$ cat src/design/coap_message_parser_assert.svh
// ----------------------------------------------------------------------------
// CoAP message parser assertion macros
// Short forms for the concurrent checks at the end of the top level.
// ----------------------------------------------------------------------------
`ifndef COAP_MESSAGE_PARSER_ASSERT_SVH
`define COAP_MESSAGE_PARSER_ASSERT_SVH

// Same-cycle implication, disabled while in reset.
`define COAP_ASSERT_NOW(lbl, ante, cons, msg) \
	lbl: assert property (@(posedge clk) disable iff (!arst_n) (ante) |-> (cons)) \
		else $error(msg);

// Next-cycle implication, disabled while in reset.
`define COAP_ASSERT_NEXT(lbl, ante, cons, msg) \
	lbl: assert property (@(posedge clk) disable iff (!arst_n) (ante) |=> (cons)) \
		else $error(msg);

`endif

$ cat src/design/coap_pkg.sv
// ----------------------------------------------------------------------------
// CoAP parser package
// Shared types, codes and sizes for the front, queue and back of the parser.
// ----------------------------------------------------------------------------
package coap_pkg;

	localparam logic [3:0] MAX_TOKEN_LEN = 4'd8;

	// depth of the queue between front and back
	localparam int Q_DEPTH = 4;
	localparam int Q_AW    = $clog2(Q_DEPTH);

	typedef enum logic [2:0] {
		PH_HEADER,
		PH_TOKEN,
		PH_OPT_HEAD,
		PH_OPT_EXT,
		PH_OPT_VALUE,
		PH_PAYLOAD,
		PH_ERROR
	} phase_t;

	typedef enum logic [2:0] {
		HS_NONE,
		HS_B0,
		HS_B1,
		HS_B2,
		HS_B3
	} hdr_sel_t;

	localparam logic [2:0] KIND_HEADER  = 3'd0;
	localparam logic [2:0] KIND_TOKEN   = 3'd1;
	localparam logic [2:0] KIND_OPTION  = 3'd2;
	localparam logic [2:0] KIND_VALUE   = 3'd3;
	localparam logic [2:0] KIND_MARKER  = 3'd4;
	localparam logic [2:0] KIND_PAYLOAD = 3'd5;

	localparam logic [1:0] ST_OK         = 2'd0;
	localparam logic [1:0] ST_BAD_VER    = 2'd1;
	localparam logic [1:0] ST_TOKEN_LONG = 2'd2;
	localparam logic [1:0] ST_TRUNC      = 2'd3;

	localparam logic [1:0] COAP_VERSION = 2'd1;
	localparam logic [7:0] PAYLOAD_MARK = 8'hFF;
	localparam logic [3:0] LEN_EXT      = 4'hF;
	localparam logic [8:0] LEN_EXT_BASE = 9'd15;

	// classified word handed from front to back
	typedef struct packed {
		logic [2:0]  kind;
		logic [7:0]  data;
		logic        last;
		hdr_sel_t    hdr_sel;
		logic [3:0]  delta;
		logic        len_load;
		logic [8:0]  len_val;
		logic [1:0]  status;
	} cls_t;

	// queue status towards the top level
	typedef struct packed {
		logic            full;
		logic            empty;
		logic [Q_AW:0]   count;
	} q_stat_t;

	// one result word
	typedef struct packed {
		logic [2:0]  byte_kind;
		logic [7:0]  value_byte;
		logic [15:0] option_number;
		logic [8:0]  option_length;
		logic [1:0]  msg_type;
		logic [3:0]  token_length;
		logic [7:0]  msg_code;
		logic [15:0] message_id;
		logic [1:0]  status;
		logic        end_of_message;
	} res_t;

endpackage

$ cat src/design/coap_message_parser.sv
// ----------------------------------------------------------------------------
// CoAP message parser
// Streaming byte labeller for CoAP-style messages with header field decode.
// ----------------------------------------------------------------------------
// Takes one word (a message byte plus its last-byte flag) per cycle while full
// is low and returns one result word per byte, in order, at one per cycle while
// pop is held high. The front phase machine classifies each byte into a four-word
// queue, and the back applies it to the header and option registers and writes a
// two-word result buffer, whose head is on the ports. Both sides stall on their
// own; full rises only when the queue holds four words.
// After the word that carries last_byte all parser state returns to reset, so
// the next byte starts a new header.
module coap_message_parser (
	input  logic        clk,
	input  logic        arst_n,
	// input queue side
	input  logic [7:0]  data_byte,
	input  logic        last_byte,
	input  logic        push,
	output logic        full,
	// result queue side
	output logic [2:0]  byte_kind,
	output logic [7:0]  value_byte,
	output logic [15:0] option_number,
	output logic [8:0]  option_length,
	output logic [1:0]  msg_type,
	output logic [3:0]  token_length,
	output logic [7:0]  msg_code,
	output logic [15:0] message_id,
	output logic [1:0]  status,
	output logic        end_of_message,
	output logic        empty,
	input  logic        pop
);
	import coap_pkg::*;

	`include "coap_message_parser_assert.svh"

	cls_t    front_word;
	cls_t    q_word;
	q_stat_t q_stat;
	logic    take;
	logic    q_pop;
	res_t    res_word;

	// a pushed byte is taken whenever the queue has room
	assign full = q_stat.full;
	assign take = push && !q_stat.full;

	coap_front u_front (
		.clk       (clk),
		.arst_n    (arst_n),
		.take      (take),
		.data_byte (data_byte),
		.last_byte (last_byte),
		.word      (front_word)
	);

	coap_queue u_queue (
		.clk     (clk),
		.arst_n  (arst_n),
		.wr_en   (take),
		.wr_word (front_word),
		.rd_en   (q_pop),
		.rd_word (q_word),
		.stat    (q_stat)
	);

	coap_back u_back (
		.clk       (clk),
		.arst_n    (arst_n),
		.q_empty   (q_stat.empty),
		.q_word    (q_word),
		.q_pop     (q_pop),
		.res_pop   (pop),
		.res_empty (empty),
		.res_word  (res_word)
	);

	// unpack the head result word
	assign byte_kind      = res_word.byte_kind;
	assign value_byte     = res_word.value_byte;
	assign option_number  = res_word.option_number;
	assign option_length  = res_word.option_length;
	assign msg_type       = res_word.msg_type;
	assign token_length   = res_word.token_length;
	assign msg_code       = res_word.msg_code;
	assign message_id     = res_word.message_id;
	assign status         = res_word.status;
	assign end_of_message = res_word.end_of_message;

	// error bytes always carry the header kind
	`COAP_ASSERT_NOW(a_err_kind, !empty && (status == ST_BAD_VER || status == ST_TOKEN_LONG), byte_kind == KIND_HEADER, "error word with non-header kind")
	// queue never holds more than its depth
	`COAP_ASSERT_NOW(a_q_bound, 1'b1, q_stat.count <= (Q_AW+1)'(Q_DEPTH), "queue overfilled")
	// a byte taken into an empty queue is there the next cycle
	`COAP_ASSERT_NEXT(a_q_fill, take && q_stat.empty, !q_stat.empty, "taken byte lost from queue")
	// the back never reads an empty queue
	`COAP_ASSERT_NOW(a_q_pop, q_pop, !q_stat.empty, "pop of empty queue")

endmodule

$ cat src/design/coap_front.sv
// ----------------------------------------------------------------------------
// CoAP parser front
// Phase machine: labels each byte and works out lengths, errors and status.
// ----------------------------------------------------------------------------
module coap_front (
	input  logic         clk,
	input  logic         arst_n,
	input  logic         take,
	input  logic [7:0]   data_byte,
	input  logic         last_byte,
	output coap_pkg::cls_t word
);
	import coap_pkg::*;

	phase_t     phase_q, phase_d;
	logic [1:0] hidx_q, hidx_d;
	logic [3:0] tkl_q, tkl_d;
	logic [3:0] tok_left_q, tok_left_d;
	logic [8:0] val_left_q, val_left_d;
	logic [1:0] err_q, err_d;
	logic [8:0] ext_len;

	always_ff @(posedge clk or negedge arst_n) begin
		if (!arst_n) begin
			phase_q    <= PH_HEADER;
			hidx_q     <= '0;
			tkl_q      <= '0;
			tok_left_q <= '0;
			val_left_q <= '0;
			err_q      <= ST_OK;
		end else if (take) begin
			if (last_byte) begin
				phase_q    <= PH_HEADER;
				hidx_q     <= '0;
				tkl_q      <= '0;
				tok_left_q <= '0;
				val_left_q <= '0;
				err_q      <= ST_OK;
			end else begin
				phase_q    <= phase_d;
				hidx_q     <= hidx_d;
				tkl_q      <= tkl_d;
				tok_left_q <= tok_left_d;
				val_left_q <= val_left_d;
				err_q      <= err_d;
			end
		end
	end

	assign ext_len = LEN_EXT_BASE + {1'b0, data_byte};

	always_comb begin
		phase_d       = phase_q;
		hidx_d        = hidx_q;
		tkl_d         = tkl_q;
		tok_left_d    = tok_left_q;
		val_left_d    = val_left_q;
		err_d         = err_q;
		word.kind     = KIND_HEADER;
		word.data     = data_byte;
		word.last     = last_byte;
		word.hdr_sel  = HS_NONE;
		word.delta    = '0;
		word.len_load = 1'b0;
		word.len_val  = '0;

		unique case (phase_q)
			PH_HEADER: begin
				hidx_d = hidx_q + 2'd1;
				unique case (hidx_q)
					2'd0: begin
						word.hdr_sel = HS_B0;
						tkl_d        = data_byte[3:0];
						if (data_byte[7:6] != COAP_VERSION) begin
							err_d   = ST_BAD_VER;
							phase_d = PH_ERROR;
						end
					end
					2'd1: word.hdr_sel = HS_B1;
					2'd2: word.hdr_sel = HS_B2;
					default: begin
						word.hdr_sel = HS_B3;
						priority if (tkl_q > MAX_TOKEN_LEN) begin
							err_d   = ST_TOKEN_LONG;
							phase_d = PH_ERROR;
						end else if (tkl_q != 4'd0) begin
							tok_left_d = tkl_q;
							phase_d    = PH_TOKEN;
						end else begin
							phase_d = PH_OPT_HEAD;
						end
					end
				endcase
			end
			PH_TOKEN: begin
				word.kind  = KIND_TOKEN;
				tok_left_d = tok_left_q - 4'd1;
				if (tok_left_d == 4'd0) phase_d = PH_OPT_HEAD;
			end
			PH_OPT_HEAD: begin
				if (data_byte == PAYLOAD_MARK) begin
					word.kind = KIND_MARKER;
					phase_d   = PH_PAYLOAD;
				end else begin
					word.kind     = KIND_OPTION;
					word.delta    = data_byte[7:4];
					word.len_load = 1'b1;
					if (data_byte[3:0] == LEN_EXT) begin
						word.len_val = LEN_EXT_BASE;
						val_left_d   = '0;
						phase_d      = PH_OPT_EXT;
					end else begin
						word.len_val = {5'd0, data_byte[3:0]};
						val_left_d   = {5'd0, data_byte[3:0]};
						phase_d      = (data_byte[3:0] != 4'd0) ? PH_OPT_VALUE : PH_OPT_HEAD;
					end
				end
			end
			PH_OPT_EXT: begin
				word.kind     = KIND_OPTION;
				word.len_load = 1'b1;
				word.len_val  = ext_len;
				val_left_d    = ext_len;
				phase_d       = (ext_len != 9'd0) ? PH_OPT_VALUE : PH_OPT_HEAD;
			end
			PH_OPT_VALUE: begin
				word.kind  = KIND_VALUE;
				val_left_d = val_left_q - 9'd1;
				if (val_left_d == 9'd0) phase_d = PH_OPT_HEAD;
			end
			PH_PAYLOAD: word.kind = KIND_PAYLOAD;
			default: begin
				word.kind = KIND_HEADER;
				phase_d   = PH_ERROR;
			end
		endcase

		// truncation only where no error is already flagged
		word.status = err_d;
		if (last_byte && (err_d == ST_OK) &&
			(phase_d == PH_HEADER || phase_d == PH_TOKEN ||
			 phase_d == PH_OPT_EXT || phase_d == PH_OPT_VALUE)) begin
			word.status = ST_TRUNC;
		end
	end

endmodule

$ cat src/design/coap_queue.sv
// ----------------------------------------------------------------------------
// CoAP parser queue
// Short first-in first-out buffer of classified words between front and back.
// ----------------------------------------------------------------------------
module coap_queue (
	input  logic              clk,
	input  logic              arst_n,
	input  logic              wr_en,
	input  coap_pkg::cls_t    wr_word,
	input  logic              rd_en,
	output coap_pkg::cls_t    rd_word,
	output coap_pkg::q_stat_t stat
);
	import coap_pkg::*;

	cls_t            mem_q [Q_DEPTH];
	logic [Q_AW-1:0] wr_ptr_q;
	logic [Q_AW-1:0] rd_ptr_q;
	logic [Q_AW:0]   count_q;
	logic            do_wr;
	logic            do_rd;

	assign stat.full  = (count_q == (Q_AW+1)'(Q_DEPTH));
	assign stat.empty = (count_q == '0);
	assign stat.count = count_q;

	assign do_wr   = wr_en && !stat.full;
	assign do_rd   = rd_en && !stat.empty;
	assign rd_word = mem_q[rd_ptr_q];

	always_ff @(posedge clk) begin
		if (do_wr) mem_q[wr_ptr_q] <= wr_word;
	end

	always_ff @(posedge clk or negedge arst_n) begin
		if (!arst_n) begin
			wr_ptr_q <= '0;
			rd_ptr_q <= '0;
			count_q  <= '0;
		end else begin
			if (do_wr) wr_ptr_q <= wr_ptr_q + Q_AW'(1);
			if (do_rd) rd_ptr_q <= rd_ptr_q + Q_AW'(1);
			unique case ({do_wr, do_rd})
				2'b10:   count_q <= count_q + (Q_AW+1)'(1);
				2'b01:   count_q <= count_q - (Q_AW+1)'(1);
				default: count_q <= count_q;
			endcase
		end
	end

endmodule

$ cat src/design/coap_back.sv
// ----------------------------------------------------------------------------
// CoAP parser back
// Holds header fields and option number, builds results into a two-word buffer.
// ----------------------------------------------------------------------------
module coap_back (
	input  logic           clk,
	input  logic           arst_n,
	input  logic           q_empty,
	input  coap_pkg::cls_t q_word,
	output logic           q_pop,
	input  logic           res_pop,
	output logic           res_empty,
	output coap_pkg::res_t res_word
);
	import coap_pkg::*;

	logic [1:0]  typ_q, typ_d;
	logic [3:0]  tkl_q, tkl_d;
	logic [7:0]  code_q, code_d;
	logic [15:0] mid_q, mid_d;
	logic [15:0] run_q, run_d;
	logic [8:0]  len_q, len_d;

	res_t        buf0_q, buf1_q, res_new;
	logic [1:0]  cnt_q;
	logic        do_out;

	assign q_pop     = !q_empty && (cnt_q != 2'd2);
	assign res_empty = (cnt_q == 2'd0);
	assign do_out    = res_pop && !res_empty;
	assign res_word  = buf0_q;

	always_comb begin
		typ_d  = typ_q;
		tkl_d  = tkl_q;
		code_d = code_q;
		mid_d  = mid_q;
		unique case (q_word.hdr_sel)
			HS_B0: begin
				typ_d = q_word.data[5:4];
				tkl_d = q_word.data[3:0];
			end
			HS_B1:   code_d = q_word.data;
			HS_B2:   mid_d  = {mid_q[15:8], q_word.data};
			HS_B3:   mid_d  = {q_word.data, mid_q[7:0]};
			default: ;
		endcase
		run_d = run_q + {12'd0, q_word.delta};
		len_d = q_word.len_load ? q_word.len_val : len_q;

		res_new.byte_kind      = q_word.kind;
		res_new.value_byte     = q_word.data;
		res_new.option_number  = run_d;
		res_new.option_length  = len_d;
		res_new.msg_type       = typ_d;
		res_new.token_length   = tkl_d;
		res_new.msg_code       = code_d;
		res_new.message_id     = mid_d;
		res_new.status         = q_word.status;
		res_new.end_of_message = q_word.last;
	end

	always_ff @(posedge clk or negedge arst_n) begin
		if (!arst_n) begin
			typ_q  <= '0;
			tkl_q  <= '0;
			code_q <= '0;
			mid_q  <= '0;
			run_q  <= '0;
			len_q  <= '0;
		end else if (q_pop) begin
			if (q_word.last) begin
				typ_q  <= '0;
				tkl_q  <= '0;
				code_q <= '0;
				mid_q  <= '0;
				run_q  <= '0;
				len_q  <= '0;
			end else begin
				typ_q  <= typ_d;
				tkl_q  <= tkl_d;
				code_q <= code_d;
				mid_q  <= mid_d;
				run_q  <= run_d;
				len_q  <= len_d;
			end
		end
	end

	// result buffer: buf0 is the head
	always_ff @(posedge clk) begin
		unique case ({q_pop, do_out})
			2'b10: begin
				if (cnt_q == 2'd0) buf0_q <= res_new;
				else buf1_q <= res_new;
			end
			2'b01: buf0_q <= buf1_q;
			2'b11: begin
				if (cnt_q == 2'd1) buf0_q <= res_new;
				else begin
					buf0_q <= buf1_q;
					buf1_q <= res_new;
				end
			end
			default: ;
		endcase
	end

	always_ff @(posedge clk or negedge arst_n) begin
		if (!arst_n) begin
			cnt_q <= '0;
		end else begin
			unique case ({q_pop, do_out})
				2'b10:   cnt_q <= cnt_q + 2'd1;
				2'b01:   cnt_q <= cnt_q - 2'd1;
				default: cnt_q <= cnt_q;
			endcase
		end
	end

endmodule

$ cat config.mk
export PLATFORM = sky130hd
export DESIGN_NAME = coap_message_parser
export DESIGN_NICKNAME = d
export VERILOG_FILES = /design/src/design/coap_pkg.sv /design/src/design/coap_message_parser.sv /design/src/design/coap_front.sv /design/src/design/coap_queue.sv /design/src/design/coap_back.sv
export VERILOG_INCLUDE_DIRS = /design/src /design/src/design
export SDC_FILE = /design/constraint.sdc
export NUM_CORES = 1
export LEC_CHECK = 0
export BUFFER_PORTS_ARGS = -buffer_cell sky130_fd_sc_hd__buf_2
export CAP_MARGIN = 20
export CORE_ASPECT_RATIO = 0.8
export CORE_UTILIZATION = 60
export DETAILED_ROUTE_END_ITERATION = 12
export PLACE_DENSITY = 0.85
export SLEW_MARGIN = 20
export SYNTH_ARGS = -nofsm -noshare
export SYNTH_HDL_FRONTEND = slang
export SYNTH_SLANG_ARGS = --single-unit
$ cat constraint.sdc
create_clock -name clk -period 8.11 [get_ports clk]
set_input_delay 1.2165 -clock clk [delete_from_list [all_inputs] [get_ports clk]]
set_output_delay 1.2165 -clock clk [all_outputs]
set_load 0.05 [all_outputs]
==> summary.md, run 1 <==
| Metric | Value |
|---|---|
| Final Routed Wirelength | `32130 µm` |
| Rel. slew slack | `26.92%` |
| RSZ-0062 raised after global routing | `false` |
| RD Place Congestion | `0.8521` |
| Die Y | `approximately 140 µm` |
| Overall Global Routing Usage | `approximately 26%` |
| Number of fill cells | `1569` |
| Initial Util | `61.25%` |
| Final Setup Violations | `0` |
| Mapped Nets | `1104` |
| Synth top area cells | `edfxtp_1, dfrtp_1, mux4_2` |
| Largest stage delay, worst path | `0.68 ns` |
| CP Capture Type | `register` |
| Layout Skew | `between 0.02 and 0.025 ns` |
| CP cell instances | `inv_1 > ha_1 > or2_2 > inv_1 > ha_1 > o21ai_0 > a21oi_4 > buf_4` |
| CP max FO | `45` |
| Yosys warns | `0` |
| Final ANT Viol Nets | `0` |
| Total of max-cap violations | `0` |
| CP Class | `reg -> reg` |
| Slowest-stage cell, CP | `a21oi_4` |
| Die area | `25590 µm²` |
| Clk Tree Root Cell | `clkbuf_16` |
| Largest net degree at the start of global routing | `70` |
| Post-route setup TNS | `0 ns` |
| EDFF count, synth | `approximately 260` |
| Worst r2r src | `u_back.cnt_q[0]` |
| Post-DP HPWL | `around 20000 µm` |
| CP required | `8.26 ns` |
| Tightest Pin Transition | `1.094 ns` |
| Worst-Skew Late Latency | `between 0.5 and 0.6 ns` |
| Post-cts resize count | `0` |
| IO Port Bufs | `83` |
| Initial drt markers | `952` |
| Clk sinks | `350` |
| # Post-CTS Setup Buffers | `0` |
| Worst-case reg-to-reg path depth | `8` |
| Outcome | `complete, no violations` |
| Synth unique cells | `65` |
| Site Rows | `between 50 and 60` |
| Mapped cell area | `roughly 15000 µm²` |
| Mapped Cells | `1064` |
| Initial antenna violation count | `0` |
| Die Width | `178.6 µm` |
| Minimum hold slack | `0.4902 ns` |
| Drt wl/cell | `about 22 µm` |
| Hold_buf cts | `0` |
| Worst Hold Class | `reg -> reg` |
| Final-report hold violation count | `0` |
| Hold Path Stages | `2` |
| Htree depth | `2` |
| Grt total ovfl | `0` |
| DRT Pass-1 Iters | `5` |
| TritonCTS clock tree | `done` |
| First-pass GRT wire length | `~50000 µm` |
| CTS clk-pin slew, worst paths | `0.07 ns` |
| Post-synth top flop | `edfxtp_1` |
| Vias per cell | `6.355` |
| Final worst-path cycle share | `50.91%` |
| Hold wc startpoint | `u_back.len_q[3]` |
| Synth Register Bits | `350` |
| R2r setup slk | `around 4.0 ns` |
| Drt drc | `0` |
| Tmin final | `4.128 ns` |
| Yosys top cell area share | `a little over half` |
| Clock buffer count from CTS | `34` |
| Maximum clock frequency | `242.2 MHz` |
| Async SR Flop Fraction | `approximately a quarter` |
| Most numerous cell in the Yosys netlist | `edfxtp_1` |
| Core Region | `24440 µm²` |
| Seq/Total Area, Yosys | `between 60% and 70%` |
| Worst Hold Path EP | `u_back.len_q[3]` |
| Reg2reg end | `u_back.buf1_q[66]` |
| Vias in the first global route | `9204` |
| I/O pin count | `84` |
| Pins over their slew limit | `0` |
| Post-synth top area cell | `edfxtp_1` |
| Mean post-synth cell area | `14.07 µm²` |
| Area Growth Syn to Fin | `11.72%` |
| Antenna cells | `0` |
| Final #Nets | `1174` |
| Top cells by count, synth | `edfxtp_1, nand2_1, dfrtp_1, o21ai_0, a22o_1` |
| Clock Path Buffers | `3` |
| Worst EP arrival | `4.28 ns` |
| Via Count | `9387` |
| Critical path launch point type | `register` |
| Share of layout cells above drive strength 1 | `18.12%` |
-- worst max path at each step --
stage	end	slack, ns	startpoint
2_1_floorplan	u_back.buf1_q[0]	2.42	u_back.cnt_q[0]
3_3_place_gp	u_back.buf1_q[67]	4.22	u_back.cnt_q[0]
3_5_place_dp	u_back.buf1_q[33]	4.13	u_back.cnt_q[0]
4_1_cts	u_back.buf1_q[63]	4.08	u_back.cnt_q[0]
5_1_grt	u_back.buf1_q[36]	3.77	u_back.cnt_q[0]
6_report	u_back.buf1_q[66]	3.98	u_back.cnt_q[0]
-- final cells by class --
class | instances | area, µm² | share of cell area (%)
clock buffers | 43 | 945.9 | 5.656
clock inverters | 18 | 165.2 | 0.9876
inverters | 47 | 176.4 | 1.055
multi-input cells | 610 | 4489 | 26.84
flip-flops and latches | 350 | 10070 | 60.22
well taps | 318 | 397.9 | 2.379
repair buffers | 91 | 478.0 | 2.858
-- cell usage in the layout (no fill, tap or decap), types with 11 or more instances in the layout --
cell type    n
mux2i_1     17
dfrtp_1     87
nor2_1      51
buf_2       82
ha_1        25
mux4_2      31
o21ai_0     84
nand2_1    114
a22o_1      73
xnor2_1     11
inv_1       45
nor3_1      18
nand3_1     14
clkbuf_16   35
edfxtp_1   262
a21oi_1     20
xor2_1      14
-- per-layer routing --
| layer | track usage (%) | vias up | part of all wire [%] |
|---|---|---|---|
| met3 | 5.564 | 59 | 9.0 |
| met1 | 35.55 | 4727 | 41 |
| met2 | 41.72 | 467 | 48 |
| met4 | 8.162 | 0 | 2.0 |
| met5 | 0 | - | 0 |
| li1 | - | 4134 | - |
-- cells by family (layout without fill, tap and decap cells) --
| kind of cell | Yosys count | after routing | synth area share [%] |
|---|---|---|---|
| AOI/OAI and AO/OA | 236 | 236 | 10.62 |
| xor gates and xnor gates | 25 | 25 | 1.463 |
| adders and majority gates | 27 | 27 | 2.357 |
| buffers and inverters | 104 | 199 | 2.992 |
| DFF | 350 | 350 | 67.27 |
| muxes | 62 | 62 | 7.080 |
| and+or+nand+nor | 260 | 260 | 8.216 |
-- state kept, by name, summed over array words and instances, names as in the netlist --
name	count
u_back.buf1_q	69
u_back.cnt_q	2
u_back.code_q	8
u_back.len_q	9
u_back.mid_q	16
u_back.res_word	69
u_back.run_q	16
u_back.tkl_q	4
u_back.typ_q	2
u_front.err_q	2
u_front.hidx_q	2
u_front.phase_q	3
u_front.tkl_q	4
u_front.tok_left_q	4
u_front.val_left_q	9
u_queue.count_q	3
u_queue.mem_q	124
u_queue.rd_ptr_q	2
u_queue.wr_ptr_q	2
-- worst max-delay path, delay by kind of cell (launching register included) --
family                     cells  cell delay (ns)
AOI/OAI and AO/OA              2             0.90
and+or+nand+nor                1             0.57
adders and majority gates      2             0.64
DFF                            1             0.38
buffers and inverters          3             1.21
-- per-stage QoR --
stage / instance area [µm²] / utilization [%] / instances / setup WS, ns
CTS: 16720 / 68.40 / 1477 / 4.078
finish: 16720 / 68.43 / 1477 / 3.982
detailed placement: 15610 / 63.85 / 1416 / 4.130
global route: 16720 / 68.43 / 1477 / 3.775
global placement: 15610 / 63.85 / 1416 / 4.224
floorplan: 14970 / - / 1064 / 2.420
Power of run 1 is left out: the tool's default activity adds up to more than one toggle a clock period on the data nets, which glitch-free logic cannot reach.
==> inputs of run 2 (changes only) <==
- CORE_UTILIZATION: 60 -> 55
- PLACE_DENSITY: 0.85 -> 0.82
- clock period: 8.11 -> 3.32 ns (I/O delays scaled with it)
==> run 2 against run 1 <==
Cell area up 1.5%. Critical endpoint is now u_back.res_word[56]. Wire length down 2.0%. Flip-flop and latch count unchanged. Utilization down 4.4 points. Non-clock buffer count up 22. Global-route usage down 3.1 points. Die area up 9.0%. Sequential share of layout area down 0.92 points. Fmax up 35%. Worst setup slack worse by 3.7 ns.
==> summary.md, run 2 (synthesis gave the netlist of run 1 again) <==
| Metric | Value |
|---|---|
| Drt wl/cell | `20.43 µm` |
| Grt total ovfl | `0` |
| Vias per cell | `roughly 6` |
| RSZ-0062 raised after global routing | `false` |
| P_leak | `6.783 nW` |
| Number of fill cells | `1870` |
| Outcome | `complete, no violations` |
| CP Class | `reg -> reg` |
| CP max FO | `10` |
| IO Port Bufs | `83` |
| Total of max-cap violations | `0` |
| Reg2reg end | `u_back.res_word[56]` |
| PwrDens | `1152 nW/µm²` |
| Drt drc | `0` |
| CP Capture Type | `register` |
| Worst VDD drop | `0.6343 mV` |
| Worst Hold Class | `in -> async` |
| TritonCTS clock tree | `done` |
| Clk Tree Root Cell | `clkbuf_16` |
| Via Count | `9280` |
| Worst r2r src | `u_queue.rd_ptr_q[0]` |
| Clk sinks | `350` |
| Post-cts resize count | `0` |
| Post-route setup TNS | `0 ns` |
| Most flops, register | `u_queue.mem_q` |
| Vias in the first global route | `9231` |
| Minimum hold slack | `0.05011 ns` |
| I/O pin count | `84` |
| Overall Global Routing Usage | `a little under a quarter` |
| Clock buffer count from CTS | `35` |
| Slowest-stage cell, CP | `dfrtp_2` |
| Final ANT Viol Nets | `0` |
| First-pass GRT wire length | `49700 µm` |
| RD Place Congestion | `0.8563` |
| Tmin final | `roughly 3.1 ns` |
| Htree depth | `2` |
| Commonest non-fill, non-tap cell in the layout | `edfxtp_1` |
| Critical path launch point type | `register` |
| Most frequent cells in the layout | `edfxtp_1, nand2_1, dfrtp_1, o21ai_0, buf_2` |
| Final Routed Wirelength | `31490 µm` |
| Core Region | `26530 µm²` |
| Site Rows | `53` |
| CP required | `3.57 ns` |
| Tightest Pin Transition | `0.7926 ns` |
| # Post-CTS Setup Buffers | `0` |
| R2r setup slk | `roughly 0.25 ns` |
| Layout Skew | `approximately 0.018 ns` |
| Share of layout cells above drive strength 1 | `between 10% and 20%` |
| Area Growth Syn to Fin | `13.45%` |
| Initial Util | `56.43%` |
| Final Setup Violations | `0` |
| Final-report hold violation count | `0` |
| Worst EP arrival | `between 3 and 4 ns` |
| Max reg flops | `124` |
| Die area | `27890 µm²` |
| Clock Path Buffers | `3` |
| CP startpoint | `u_queue.rd_ptr_q[0]` |
| Initial antenna violation count | `0` |
| Pins over their slew limit | `0` |
| Post-DP HPWL | `between 15000 and 20000 µm` |
| Critical Path End | `u_back.res_word[56]` |
| Initial drt markers | `1222` |
| Die Width | `186.5 µm` |
| Total power | `19.57 mW` |
| Die Y | `149.6 µm` |
| Largest net degree at the start of global routing | `70` |
| Maximum clock frequency | `326.0 MHz` |
| Worst-Skew Late Latency | `0.52 ns` |
| Hold_buf cts | `0` |
| Rel. slew slack | `between 40% and 50%` |
| Worst-case reg-to-reg path depth | `9` |
| CTS clk-pin slew, worst paths | `0.07 ns` |
| Largest stage delay, worst path | `between 0.5 and 0.6 ns` |
| Antenna cells | `0` |
| Final #Nets | `1197` |
| DRT Pass-1 Iters | `6` |
| CP cell instances | `mux4_2 > ha_1 > fa_1 > a21o_1 > a21oi_1 > nor2_1 > nand3_1 > xor2_1 > o21ai_0` |
| Final worst-path cycle share | `between 90 and 100%` |
run 2: cell types whose count changed in the layout (fill, tap and decap cells not counted), moves of 2 or more:
cell	previous run	this run
and2_1	9	13
and2_2	4	0
buf_12	0	3
buf_4	9	27
clkbuf_1	4	7
clkbuf_8	4	1
clkinv_4	0	2
run 2: routing by layer:
metal / global-route usage [%] / share of wire [%]
met1: 32.20 / 43
met2: 37.13 / 48
met3: 3.565 / 7.3
met4: 6.434 / 1.6
met5: 0 / 0
run 2: critical path: cells and delay by family (launching register included):
kind | cells | cell delay, ns
xor gates and xnor gates | 1 | 0.21
adders and majority gates | 2 | 0.72
AOI/OAI and AO/OA | 3 | 0.51
muxes | 1 | 0.54
and+or+nand+nor | 2 | 0.27
DFF | 1 | 0.55
run 2: worst min path at each step:
| stage | to | start | slack, ns |
|---|---|---|---|
| after floorplan | u_back.cnt_q[0] | arst_n | 0.20 |
| after global placement | u_back.mid_q[9] | u_back.mid_q[9] | 0.46 |
| after detailed placement | u_back.tkl_q[3] | u_back.tkl_q[3] | 0.48 |
| after CTS | u_front.tkl_q[1] | arst_n | 0.09 |
| after global routing | u_front.tkl_q[1] | arst_n | 0.12 |
| final | u_front.tkl_q[1] | arst_n | 0.05 |
run 2: power by group:
part / switching, mW / internal [mW] / leakage, nW
clock: 1.63 / 2.19 / 0.543
combinational: 5.56 / 2.48 / 2.51
sequential: 0.665 / 7.05 / 3.73
total: 7.86 / 11.7 / 6.78
run 2: final cells by class:
class / instances / area [µm²] / share of cell area [%]
Timing Repair Buffer: 113 / 700.7 / 4.126
Clock buffer: 44 / 940.9 / 5.540
Inverter: 47 / 176.4 / 1.039
Sequential cell: 350 / 10070 / 59.30
Tap cell: 357 / 446.7 / 2.630
Clock inverter: 20 / 171.4 / 1.009
Multi-Input combinational cell: 610 / 4476 / 26.35
run 2: stage by stage:
stage	cells	util (%)	setup slack (ns)	area (µm²)
6_report	1541	64.02	0.2523	16980
5_1_grt	1541	64.02	0.08592	16980
4_1_cts	1541	64.02	0.2294	16980
3_5_place_dp	1477	59.83	0.2746	15870
3_3_place_gp	1476	59.73	0.3976	15840
2_1_floorplan	1064	-	0.0004741	14990
Note: power is estimated with default switching activity, not from simulation.
